==> config.mk <==
export PLATFORM = sky130hd
export DESIGN_NAME = voice_command_frame_parser
export DESIGN_NICKNAME = d
export VERILOG_FILES = /design/src/sv/vcfp_pkg.sv /design/src/sv/vcfp_front.sv /design/src/sv/vcfp_queue.sv /design/src/sv/vcfp_back.sv /design/src/sv/voice_command_frame_parser.sv
export VERILOG_INCLUDE_DIRS = /design/src /design/src/sv
export SDC_FILE = /design/constraint.sdc
export NUM_CORES = 1
export LEC_CHECK = 0
export BUFFER_PORTS_ARGS = -buffer_cell sky130_fd_sc_hd__buf_2
export CAP_MARGIN = 15
export CORE_ASPECT_RATIO = 0.6
export CORE_UTILIZATION = 40
export DETAILED_ROUTE_END_ITERATION = 8
export PLACE_DENSITY_LB_ADDON = 0.25
export SETUP_SLACK_MARGIN = 0.1
export SLEW_MARGIN = 5
export SYNTH_ARGS = -nofsm -noshare
export SYNTH_HDL_FRONTEND = slang
export SYNTH_SLANG_ARGS = --single-unit
==> constraint.sdc <==
create_clock -name clk -period 5.5 [get_ports clk]
set_clock_uncertainty 0.1 [all_clocks]
set_input_delay 0 -clock clk [delete_from_list [all_inputs] [get_ports clk]]
set_output_delay 0 -clock clk [all_outputs]
set_load 0.1 [all_outputs]
==> src/sv/voice_command_frame_parser_macros.svh <==
// assertion macros for the voice command frame parser
`ifndef VOICE_COMMAND_FRAME_PARSER_MACROS_SVH
`define VOICE_COMMAND_FRAME_PARSER_MACROS_SVH

`ifndef NO_ASSERTIONS

// same-cycle implication
`define VCFP_ASSERT_NOW(label, clk, rst, ante, cons, msg) \
  label: assert property (@(posedge clk) disable iff (rst) (ante) |-> (cons)) \
    else $error(msg);

// next-cycle implication
`define VCFP_ASSERT_NEXT(label, clk, rst, ante, cons, msg) \
  label: assert property (@(posedge clk) disable iff (rst) (ante) |=> (cons)) \
    else $error(msg);

`else

`define VCFP_ASSERT_NOW(label, clk, rst, ante, cons, msg)
`define VCFP_ASSERT_NEXT(label, clk, rst, ante, cons, msg)

`endif

`endif

==> src/sv/vcfp_pkg.sv <==
`default_nettype none
package vcfp_pkg;

  localparam logic [7:0] HDR1          = 8'hAA;
  localparam logic [7:0] HDR2          = 8'h55;
  localparam logic [7:0] FOOTER        = 8'hFB;
  localparam logic [7:0] CMD_FAN_FIRST = 8'h01;
  localparam logic [7:0] CMD_FAN_LAST  = 8'h05;
  localparam logic [7:0] CMD_LIGHT_OFF = 8'h0A;
  localparam logic [7:0] CMD_LIGHT_ON  = 8'h0B;

  // positions inside a frame and inside an acknowledgement
  localparam logic [2:0] POS_HDR1   = 3'd0;
  localparam logic [2:0] POS_HDR2   = 3'd1;
  localparam logic [2:0] POS_TYPE   = 3'd2;
  localparam logic [2:0] POS_CMD    = 3'd3;
  localparam logic [2:0] POS_FOOTER = 3'd4;

  // entries of the queue between front and back
  localparam int unsigned QDEPTH = 2;

  typedef struct packed {
    logic [2:0] fan_level;
    logic [6:0] fan_duty;
    logic       fan_manual;
    logic       lamp_on;
    logic       light_manual;
  } status_t;

  typedef struct packed {
    logic [7:0] frame_type;
    logic [7:0] cmd;
    status_t    status;
  } ack_t;

  function automatic logic [6:0] duty_of(input logic [2:0] level);
    logic [6:0] duty;
    case (level)
      3'd0:    duty = 7'd0;
      3'd1:    duty = 7'd25;
      3'd2:    duty = 7'd50;
      3'd3:    duty = 7'd75;
      3'd4:    duty = 7'd100;
      default: duty = 7'd0;
    endcase
    return duty;
  endfunction

endpackage
`default_nettype wire

==> src/sv/vcfp_front.sv <==
`default_nettype none
module vcfp_front (
  input  wire logic          clk,
  input  wire logic          rst,
  input  wire logic          accept,
  input  wire logic [7:0]    rx_byte,
  output vcfp_pkg::ack_t     ack,
  output logic               ack_push
);

  logic [2:0]       byte_position;
  logic [7:0]       frame_hdr2;
  logic [7:0]       frame_type;
  logic [7:0]       frame_cmd;
  vcfp_pkg::status_t status;
  vcfp_pkg::status_t status_next;
  logic             is_fan;
  logic             is_light;
  logic             framed;
  logic             complete;
  logic [2:0]       level;

  assign complete = accept && (byte_position == vcfp_pkg::POS_FOOTER);
  assign framed   = (frame_hdr2 == vcfp_pkg::HDR2) && (rx_byte == vcfp_pkg::FOOTER);
  assign is_fan   = (frame_cmd >= vcfp_pkg::CMD_FAN_FIRST) &&
                    (frame_cmd <= vcfp_pkg::CMD_FAN_LAST);
  assign is_light = (frame_cmd == vcfp_pkg::CMD_LIGHT_OFF) ||
                    (frame_cmd == vcfp_pkg::CMD_LIGHT_ON);
  assign level    = frame_cmd[2:0] - vcfp_pkg::CMD_FAN_FIRST[2:0];

  always_comb begin
    status_next = status;
    if (is_fan) begin
      status_next.fan_level  = level;
      status_next.fan_duty   = vcfp_pkg::duty_of(level);
      status_next.fan_manual = 1'b1;
    end else if (is_light) begin
      status_next.light_manual = 1'b1;
      status_next.lamp_on      = (frame_cmd == vcfp_pkg::CMD_LIGHT_ON);
    end
  end

  assign ack_push         = complete && framed && (is_fan || is_light);
  assign ack.frame_type   = frame_type;
  assign ack.cmd          = frame_cmd;
  assign ack.status       = status_next;

  always_ff @(posedge clk) begin
    if (rst) begin
      byte_position <= vcfp_pkg::POS_HDR1;
      status        <= '0;
    end else if (accept) begin
      case (byte_position)
        vcfp_pkg::POS_HDR1: begin
          // idle noise is dropped until a header byte shows up
          if (rx_byte == vcfp_pkg::HDR1) begin
            byte_position <= vcfp_pkg::POS_HDR2;
          end
        end
        vcfp_pkg::POS_HDR2: begin
          byte_position <= vcfp_pkg::POS_TYPE;
        end
        vcfp_pkg::POS_TYPE: begin
          byte_position <= vcfp_pkg::POS_CMD;
        end
        vcfp_pkg::POS_CMD: begin
          byte_position <= vcfp_pkg::POS_FOOTER;
        end
        default: begin
          byte_position <= vcfp_pkg::POS_HDR1;
          if (ack_push) begin
            status <= status_next;
          end
        end
      endcase
    end
  end

  // frame bytes, no reset needed
  always_ff @(posedge clk) begin
    if (accept) begin
      if (byte_position == vcfp_pkg::POS_HDR2) begin
        frame_hdr2 <= rx_byte;
      end
      if (byte_position == vcfp_pkg::POS_TYPE) begin
        frame_type <= rx_byte;
      end
      if (byte_position == vcfp_pkg::POS_CMD) begin
        frame_cmd <= rx_byte;
      end
    end
  end

endmodule
`default_nettype wire

==> src/sv/vcfp_queue.sv <==
`default_nettype none
module vcfp_queue (
  input  wire logic           clk,
  input  wire logic           rst,
  input  wire logic           wr_en,
  input  wire vcfp_pkg::ack_t wr_data,
  input  wire logic           rd_en,
  output vcfp_pkg::ack_t      rd_data,
  output logic                not_empty,
  output logic                is_full
);

  localparam int unsigned PW = $clog2(vcfp_pkg::QDEPTH);
  localparam int unsigned CW = $clog2(vcfp_pkg::QDEPTH + 1);

  vcfp_pkg::ack_t entries [vcfp_pkg::QDEPTH];
  logic [PW-1:0]  wr_ptr;
  logic [PW-1:0]  rd_ptr;
  logic [CW-1:0]  count;

  assign not_empty = (count != '0);
  assign is_full   = (count == CW'(vcfp_pkg::QDEPTH));
  assign rd_data   = entries[rd_ptr];

  function automatic logic [PW-1:0] bump(input logic [PW-1:0] p);
    return (p == PW'(vcfp_pkg::QDEPTH - 1)) ? '0 : p + 1'b1;
  endfunction

  always_ff @(posedge clk) begin
    if (rst) begin
      wr_ptr <= '0;
      rd_ptr <= '0;
      count  <= '0;
    end else begin
      if (wr_en) begin
        wr_ptr <= bump(wr_ptr);
      end
      if (rd_en) begin
        rd_ptr <= bump(rd_ptr);
      end
      if (wr_en && !rd_en) begin
        count <= count + 1'b1;
      end else if (rd_en && !wr_en) begin
        count <= count - 1'b1;
      end
    end
  end

  always_ff @(posedge clk) begin
    if (wr_en) begin
      entries[wr_ptr] <= wr_data;
    end
  end

endmodule
`default_nettype wire

==> src/sv/vcfp_back.sv <==
`default_nettype none
module vcfp_back (
  input  wire logic           clk,
  input  wire logic           rst,
  input  wire vcfp_pkg::ack_t q_data,
  input  wire logic           q_valid,
  output logic                q_pop,
  input  wire logic           pop,
  output logic                empty,
  output logic [7:0]          tx_byte,
  output logic                last_byte,
  output vcfp_pkg::status_t   status
);

  vcfp_pkg::ack_t cur;
  logic           busy;
  logic [2:0]     idx;
  logic           take;
  logic           done;

  assign empty     = !busy;
  assign take      = busy && pop;
  assign last_byte = (idx == vcfp_pkg::POS_FOOTER);
  assign done      = take && last_byte;
  // load the next ack when idle or as the last item of this one goes out
  assign q_pop     = q_valid && (!busy || done);
  assign status    = cur.status;

  always_comb begin
    case (idx)
      vcfp_pkg::POS_HDR1: tx_byte = vcfp_pkg::HDR1;
      vcfp_pkg::POS_HDR2: tx_byte = vcfp_pkg::HDR2;
      vcfp_pkg::POS_TYPE: tx_byte = cur.frame_type;
      vcfp_pkg::POS_CMD:  tx_byte = cur.cmd;
      default:            tx_byte = vcfp_pkg::FOOTER;
    endcase
  end

  always_ff @(posedge clk) begin
    if (rst) begin
      busy <= 1'b0;
      idx  <= vcfp_pkg::POS_HDR1;
    end else if (q_pop) begin
      busy <= 1'b1;
      idx  <= vcfp_pkg::POS_HDR1;
    end else if (done) begin
      busy <= 1'b0;
      idx  <= vcfp_pkg::POS_HDR1;
    end else if (take) begin
      idx <= idx + 1'b1;
    end
  end

  always_ff @(posedge clk) begin
    if (q_pop) begin
      cur <= q_data;
    end
  end

endmodule
`default_nettype wire

==> src/sv/voice_command_frame_parser.sv <==
// Voice command frame parser. Takes one received byte per item through push/full and
// collects 5-byte frames AA 55 type cmd FB; bytes other than AA between frames are dropped.
// A well-framed frame with command 01..05 (fan level 0..4) or 0A/0B (light off/on)
// updates the fan or light status and queues an acknowledgement, which comes out as five
// result items AA 55 type cmd FB with last_byte on the fifth, each carrying the status
// after that command. One byte is accepted every cycle unless full is high; full rises only
// while the two-entry acknowledgement queue is full, since each acknowledgement needs five
// pops to drain, so the sustained rate is set by the result side at five pops per command.
`default_nettype none
`include "voice_command_frame_parser_macros.svh"
module voice_command_frame_parser (
  input  wire logic       clk,
  input  wire logic       rst,
  input  wire logic       push,
  output logic            full,
  input  wire logic [7:0] rx_byte,
  output logic            empty,
  input  wire logic       pop,
  output logic [7:0]      tx_byte,
  output logic            last_byte,
  output logic [2:0]      fan_level,
  output logic [6:0]      fan_duty,
  output logic            fan_manual,
  output logic            lamp_on,
  output logic            light_manual
);

  vcfp_pkg::ack_t    front_ack;
  vcfp_pkg::ack_t    q_data;
  vcfp_pkg::status_t status;
  logic              accept;
  logic              ack_push;
  logic              q_valid;
  logic              q_pop;
  logic              q_full;

  assign full   = q_full;
  assign accept = push && !q_full;

  vcfp_front u_front (
    .clk      (clk),
    .rst      (rst),
    .accept   (accept),
    .rx_byte  (rx_byte),
    .ack      (front_ack),
    .ack_push (ack_push)
  );

  vcfp_queue u_queue (
    .clk       (clk),
    .rst       (rst),
    .wr_en     (ack_push),
    .wr_data   (front_ack),
    .rd_en     (q_pop),
    .rd_data   (q_data),
    .not_empty (q_valid),
    .is_full   (q_full)
  );

  vcfp_back u_back (
    .clk       (clk),
    .rst       (rst),
    .q_data    (q_data),
    .q_valid   (q_valid),
    .q_pop     (q_pop),
    .pop       (pop),
    .empty     (empty),
    .tx_byte   (tx_byte),
    .last_byte (last_byte),
    .status    (status)
  );

  assign fan_level    = status.fan_level;
  assign fan_duty     = status.fan_duty;
  assign fan_manual   = status.fan_manual;
  assign lamp_on      = status.lamp_on;
  assign light_manual = status.light_manual;

  `VCFP_ASSERT_NOW(a_last_is_footer, clk, rst, !empty && last_byte,
                   tx_byte == vcfp_pkg::FOOTER, "last item of an ack is not the footer")
  `VCFP_ASSERT_NEXT(a_ack_not_cut, clk, rst, !empty && !last_byte && pop,
                    !empty, "ack ended before its last item")
  `VCFP_ASSERT_NOW(a_no_push_when_full, clk, rst, ack_push,
                   !q_full, "ack pushed into a full queue")

endmodule
`default_nettype wire

# Yosys cells after proc, flatten, opt, wreduce, memory -nomap -nowiden
# Memories as Yosys holds them, arrays and structs flattened. A register that Yosys moved wholly into a read port is not among the register bits.
# Index checks and enable logic that the tools add are counted.
dict set report totals {
  reg_bits 48
  mem_bits_rw 58
  in_bits 12
  output_inout_bits 24
  elab_cells 88
  mem_count 1
}
# name words word_bits rd rd_clocked_by_memory_dff wr line
set memory_table {}
lappend memory_table {u_queue.entries 2 29 1 1 1 vcfp_queue.sv:16} ;# vcfp_pkg::ack_t entries [vcfp_pkg::QDEPTH];
dict set report op_classes {
  n_addsub 6
  order_cmp 2
  n_eq_ne 19
  mux 15
  bitwise_logic 1
  n_reduce_logical 30
}
# op count
set op_table {}
lappend op_table {{one-hot mux 8 bit (4 select lines)} 1}
lappend op_table {{one-hot mux 7 bit (4 select lines)} 1}
lappend op_table {{== test 3 x 2 -> 1 bit (second input constant)} 6}
lappend op_table {{== test 8 x 4 -> 1 bit (second input constant)} 2}
lappend op_table {{== test 8 bit (second input constant)} 2}
lappend op_table {{one-hot mux 3 bit (4 select lines)} 1}
lappend op_table {{logical AND 1 bit} 11}
lappend op_table {{2-to-1 mux 11 bit} 1}
lappend op_table {{== test 3 x 1 -> 1 bit (second input constant)} 3}
lappend op_table {{== test 3 bit (second input constant)} 3}
lappend op_table {{== test 8 x 7 -> 1 bit (second input constant)} 1}
lappend op_table {{>= comparator 8 x 1 -> 1 bit (second input constant)} 1}
lappend op_table {{less-or-equal comparator 8 x 3 -> 1 bit (second input constant)} 1}
lappend op_table {{2-to-1 mux 2 bit} 4}
lappend op_table {{AND reduction 2 bit} 4}
lappend op_table {{logical NOT 3 bit} 2}
lappend op_table {{2-to-1 mux 1 bit} 6}
lappend op_table {{nonzero test 2 bit} 3}
lappend op_table {{logical NOT 1 bit} 4}
lappend op_table {{OR reduction 4 bit} 1}
lappend op_table {{adder 3 x 1 -> 3 bit (second input constant)} 1}
lappend op_table {{logical OR 1 bit} 3}
lappend op_table {{2-to-1 mux 3 bit} 1}
lappend op_table {{AND reduction 3 bit} 1}
lappend op_table {{8 further kinds} 9}

# Longest topological paths before layout
dict set report logic_depth {
  depth_word 10
  depth_mapped 10
  depth_no_buf 9
}

# Modules after synthesis
# From an unflattened synthesis, not the netlist that was laid out.
dict set report unflattened {
  hier_cells 342
  area_unflattened_um2 5381.4
}
# mod instances cells_per_inst area_per_inst_um2
set modules_own_cells {}
lappend modules_own_cells {vcfp_queue 1 112 2302.2}
lappend modules_own_cells {vcfp_front 1 141 1700.4}
lappend modules_own_cells {vcfp_back 1 88 1365.1}
lappend modules_own_cells {voice_command_frame_parser 1 1 13.8}

# Worst setup path after synthesis
# OpenSTA, ideal clock, no wires.
dict set report synth_path {
  kind {flip-flop to flip-flop}
  startpoint {register u_front.frame_cmd[0]}
  endpoint {memory u_queue.entries[0][0] (netlist bit) (enable)}
  setup_time_ps 418
  t_arrival_ps 3448
  required_time_ps 4982
  setup_slack_ps 1534
  path_stages_with_launch 8
  path_buffers 1
  synth_period_minus_slack_ps 3966
  path_cell_list {edfxtp_1 inv_1 ha_1 xor2_1 a211o_4 a2111oi_4 buf_6 nor2b_1}
}
dict set report synth_between {
  elab_chain_cells 6
  word_cells_on_any_way 10
  classes_between {2 x order compare; 2 x eq/ne; 2 x mux; 4 x reduce/logical}
}
# element line
set synth_rtl {}
lappend synth_rtl {{start: declaration} vcfp_front.sv:14} ;# logic [7:0] frame_cmd;
lappend synth_rtl {{start signal: assignment} vcfp_front.sv:89} ;# frame_cmd <= rx_byte;
lappend synth_rtl {{>= comparator 8 x 1 -> 1 bit (tied with other cells)} vcfp_front.sv:25} ;# assign is_fan = (frame_cmd >= vcfp_pkg::CMD_FAN_FIRST) &&
lappend synth_rtl {{logical AND 1 bit / logical OR 1 bit (equally long branches)} {vcfp_front.sv:25, vcfp_front.sv:27}}
lappend synth_rtl {{logical OR 1 bit (*)} vcfp_front.sv:43} ;# assign ack_push = complete && framed && (is_fan || is_light);
lappend synth_rtl {{logical AND 1 bit (*)} vcfp_front.sv:43}
lappend synth_rtl {{net ack_push} voice_command_frame_parser.sv:32} ;# logic ack_push;
lappend synth_rtl {{2-to-1 mux 1 bit (*)} vcfp_queue.sv:50} ;# if (wr_en) begin
lappend synth_rtl {{2-to-1 mux 1 bit (not written as such) (*)} vcfp_queue.sv:51} ;# entries[wr_ptr] <= wr_data;
lappend synth_rtl {{end: declaration} vcfp_queue.sv:16}
# Mark *: on every way through the listed nets, which the timed path passes. The rest lies on a longest branch.

# Worst setup path in the final report
dict set report layout_path {
  startpoint {register u_front.frame_cmd[0]}
  endpoint {memory u_queue.entries[0][20] (netlist bit) (enable)}
}
dict set report layout_between {
  elab_chain_cells 6
  word_cells_on_any_way 10
  classes_between {2 x order compare; 2 x eq/ne; 2 x mux; 4 x reduce/logical}
}
# element line
set layout_rtl {}
lappend layout_rtl {{>= comparator 8 x 1 -> 1 bit (tied with other cells)} vcfp_front.sv:25}
lappend layout_rtl {{logical AND 1 bit / logical OR 1 bit (equally long branches)} {vcfp_front.sv:25, vcfp_front.sv:27}}
lappend layout_rtl {{logical OR 1 bit (*)} vcfp_front.sv:43}
lappend layout_rtl {{logical AND 1 bit (*)} vcfp_front.sv:43}
lappend layout_rtl {{2-to-1 mux 1 bit (*)} vcfp_queue.sv:50}
lappend layout_rtl {{2-to-1 mux 1 bit (not written as such) (*)} vcfp_queue.sv:51}
# Mark *: on every way between the ends. The rest lies on a longest branch, timed or not.

==> run_results.csv <==
group,metric,value,unit
power_and_ir_drop,sw_share,0.284,
power_and_ir_drop,ir_worst_vdd,241,uV
die,initial_core_utilization,0.412,
cts,post_cts_setup_buffers,0,
die,dieArea,13800,sq um
cts,cts.clk_slew.worst_paths,60,ps
critical_path,reg2reg_from,"u_front.frame_cmd[0]",
detailed_routing,post_drt_wl_per_cell,16.6,microns
sta,finalWorstSetupSlack,1660,ps
finish,multi_input_area,1350,sq um
sta,fmaxAchievable,0.260,GHz
logic_synthesis,yosys_warnings,0,
power_and_ir_drop,cellInternalPower,0.00208,W
sta,worstMarginPinSlew,781,ps
cts,cts-root-buf,"clkbuf_16",
detailed_routing,first_iter_violations,174,
cts,cts_resized,0,
finish,num-fill-cells,1094,
critical_path,setup.worst_path.end_class,"register",
critical_path,cp.arrival,3830,ps
detailed_routing,total_iterations_of_the_first_detailed_routing_run,4,
sta,rsz_0062_raised_after_global_routing,"false",
hold_path,type_of_the_most_critical_hold_path,"primary input to register",
cts,cts.sink_count,135,
finish,area.growth.synth_to_final,19.9,%
logic_synthesis,synth-xor-area-share,0.00986,
critical_path,cp_data_required_time,5490,ps
power_and_ir_drop,total_power,0.00291,W
logic_synthesis,total_of_flip_flops_plus_latches_after_synthesis,135,
run_status,status,"finished clean",
logic_synthesis,synth_cell_type_count,39,
critical_path,r2r_setup_slack,1660,ps
cts,post_cts_hold_buffer_count,11,
logic_synthesis,synthMuxAreaShare,0.0746,
placement,placement.cell_area,5650,sq um
global_route,grt_max_degree,31,
die,floorplan.io_pins,36,
finish,fin_area,6390,sq um
logic_synthesis,synth_top_family_by_area,"simple AND/OR/NAND/NOR gates",
global_route,number_of_global_route_vias_before_repair,2845,
logic_synthesis,synth_compound_area_frac,0.0650,
detailed_routing,ant_nets,0,
die,fp.dieH,91.4,microns
sta,timing.setup.tns,0,ps
global_route,grt_usage,0.155,
detailed_routing,drt-total-wl,9610,microns
critical_path,ff2ff_path_depth,7,
power_and_ir_drop,power_per_cell_area,455,nW/um^2
power_and_ir_drop,switchingPower,0.000826,W
hold_path,hold_path_depth,2,
power_and_ir_drop,seqPwrFrac,0.420,
hold_path,hold_end,"u_front.frame_hdr2[2]",
logic_synthesis,postSynthAreaPerCell,15.4,sq um
detailed_routing,avgViaCountPerCell,4.90,
die,die_x,151,microns
hold_path,min-delay-start,"rx_byte[2]",
sta,final_cycle_utilization_of_the_critical_path,0.699,
power_and_ir_drop,clock_power_share,0.413,
logic_synthesis,post_synth_inst_count,346,
critical_path,timing_worst_setup_path_type,"register to register",
placement,gp_routability_congestion,0.789,
sta,fin_crit,3840,ps
placement,dp_hpwl,6460,microns
logic_synthesis,synth_sequential_area_ratio,0.715,
finish,diodes_inserted,0,
global_route,overflow,0,
logic_synthesis,synth_fa_ha_area_frac,0.0282,
finish,register_area,3810,sq um
global_route,grt_antenna_before_repair,0,
detailed_routing,routed-via-count,2842,
logic_synthesis,syn_area,5330,sq um
critical_path,worst_setup_path_start_kind,"register",
die,core_region_area,12900,sq um
critical_path,crit_fanout,17,
logic_synthesis,synth_fp_nets,370,
placement,dp_worst_setup_slack,1680,ps
sta,slew_violations,0,
critical_path,r2r_end,"u_queue.entries[0][20]",
finish,post_route_cells_drive_above_1_share,0.266,
finish,nNetsFinal,421,
global_route,grt_first_pass_wirelength,15200,microns
sta,max-slew-margin-rel,0.480,
power_and_ir_drop,combPwrFrac,0.167,
detailed_routing,post-route-drc-count,0,
cts,htreeDepth,4,
die,placementRows,32,
cts,clock_insertion_delay_at_the_later_pin_of_the_skew_report,400,ps
cts,cts-root-to-sink-buffers,2,
cts,cts_buffers,17,
sta,final_hold_viol_count,0,
cts,cts_tree,"built",
job,max_cap_viol,0,
sta,final_setup_violation_count,0,
power_and_ir_drop,power.static_leakage,2.21,nW
placement,io_buffers,35,
sta,hold-worst-slack,267,ps
logic_synthesis,synthSimpleGateAreaFrac,0.0753,
## stage by stage
stage          instances  utilization
6_report             580        0.494
3_3_place_gp         537        0.437
3_5_place_dp         537        0.437
2_1_floorplan        346            -
5_1_grt              580        0.494
4_1_cts              580        0.494
## critical path, stage by stage (launching register included)
cell	delay [ps]
edfxtp_1	510
inv_1	140
ha_1	230
xor2_1	210
a211o_4	460
a2111oi_4	730
nor2b_2	760
buf_4	380
## layout by cell type (no fill, tap or decap), types with 2 or more instances in the layout
| cell type | n |
|---|---|
| a211oi_1 | 3 |
| a21o_1 | 2 |
| a21oi_1 | 9 |
| a221o_1 | 7 |
| and2_1 | 3 |
| and3_1 | 2 |
| buf_2 | 35 |
| buf_4 | 6 |
| bufinv_16 | 4 |
| clkbuf_16 | 17 |
| clkinv_4 | 4 |
| clkinvlp_4 | 4 |
| dfxtp_1 | 24 |
| dlygate4sd3_1 | 11 |
| edfxtp_1 | 111 |
| ha_1 | 12 |
| inv_1 | 13 |
| mux2_2 | 30 |
| mux2i_1 | 6 |
| nand2_1 | 13 |
| nand2b_1 | 4 |
| nand3_1 | 4 |
| nand4_1 | 2 |
| nor2_1 | 32 |
| nor2b_1 | 4 |
| nor3_1 | 4 |
| nor4_1 | 5 |
| nor4bb_1 | 2 |
| o211a_1 | 3 |
| o21ai_0 | 9 |
| o2bb2ai_1 | 4 |
| or3_1 | 2 |
| xnor2_1 | 2 |
| xor2_1 | 4 |
## how the worst max path moves through the flow
stage                         startpoint                endpoint  slack [ps]  cells past startpoint
floorplan           u_front.frame_cmd[0]   u_queue.entries[0][0]        1530                      7
global placement    u_front.frame_cmd[0]  u_queue.entries[0][25]        1810                      7
detailed placement  u_front.frame_cmd[0]  u_queue.entries[0][27]        1680                      7
CTS                 u_front.frame_cmd[0]  u_queue.entries[0][20]        1670                      7
global route        u_front.frame_cmd[0]  u_queue.entries[0][13]        1420                      7
finish              u_front.frame_cmd[0]  u_queue.entries[0][20]        1660                      7
## metal layers
layer,track usage,vias up,wire [microns]
met1,0.225,1384,5000
met3,0.0548,2,591
met2,0.205,70,3960
li1,-,1386,-
met5,0,-,0
met4,0.0700,0,52
## cell type report
cell class                      instances  share of cell area
Clock inverter                         14              0.0311
Clock buffer                           18              0.0687
Tap cell                              170              0.0333
Multi-Input combinational cell        178               0.211
Timing Repair Buffer                   52              0.0517
Inverter                               13             0.00763
Sequential cell                       135               0.596
## registers in the layout, summed over array words and instances (netlist names), 3 cells and up
signal	cells
u_queue.entries	58
u_back.cur	16
u_back.status	13
u_front.status	13
u_front.frame_cmd	8
u_front.frame_hdr2	8
u_front.frame_type	8
u_back.idx	3
u_front.byte_position	3
## synthesized netlist by cell type
master | count | area share
a21o_1 | 2 | 0.0028
a211oi_2 | 1 | 0.0023
nand3_1 | 4 | 0.0038
xnor2_1 | 2 | 0.0033
and3_1 | 2 | 0.0023
mux2i_1 | 6 | 0.011
inv_1 | 13 | 0.0092
nor4_1 | 5 | 0.0059
nor3_1 | 4 | 0.0038
a211oi_1 | 3 | 0.0042
nor2b_1 | 5 | 0.0059
xor2_1 | 4 | 0.0066
or3_1 | 2 | 0.0023
a2bb2oi_1 | 1 | 0.0016
buf_6 | 1 | 0.0021
nand2_1 | 13 | 0.0092
dfxtp_1 | 24 | 0.090
mux2_2 | 30 | 0.063
nor3_2 | 1 | 0.0019
or4_4 | 1 | 0.0021
nor4bb_1 | 2 | 0.0038
nand2b_1 | 4 | 0.0047
nand3b_1 | 1 | 0.0014
o2bb2ai_1 | 4 | 0.0066
a2111oi_4 | 1 | 0.0052
nor2_1 | 32 | 0.023
o211a_1 | 3 | 0.0056
a21oi_1 | 9 | 0.0084
ha_1 | 12 | 0.028
edfxtp_1 | 111 | 0.63
and2_1 | 3 | 0.0035
a32o_1 | 1 | 0.0019
clkbuf_1 | 9 | 0.0063
a211o_4 | 1 | 0.0033
o21ai_0 | 9 | 0.0084
buf_4 | 10 | 0.014
a221o_1 | 7 | 0.013
nand4_1 | 2 | 0.0023
o21a_1 | 1 | 0.0014
## power groups by stage
stage	sequential, W	clock, W	combinational (W)
floorplan	0.00127	0	0.000379
global placement	0.00124	0	0.000486
detailed placement	0.00124	0	0.000484
CTS	0.00122	0.00122	0.000493
global route	0.00123	0.00127	0.000522
finish	0.00122	0.00120	0.000487
## cell families (layout without fill, tap and decap cells)
logic type	after synthesis	count (layout)
fa+ha+maj	12	12
compound gates	43	43
xor+xnor	6	6
buf+inv	33	97
simple gates	81	81
flops	135	135
mux	36	36
(Power assumes the default switching activity.)
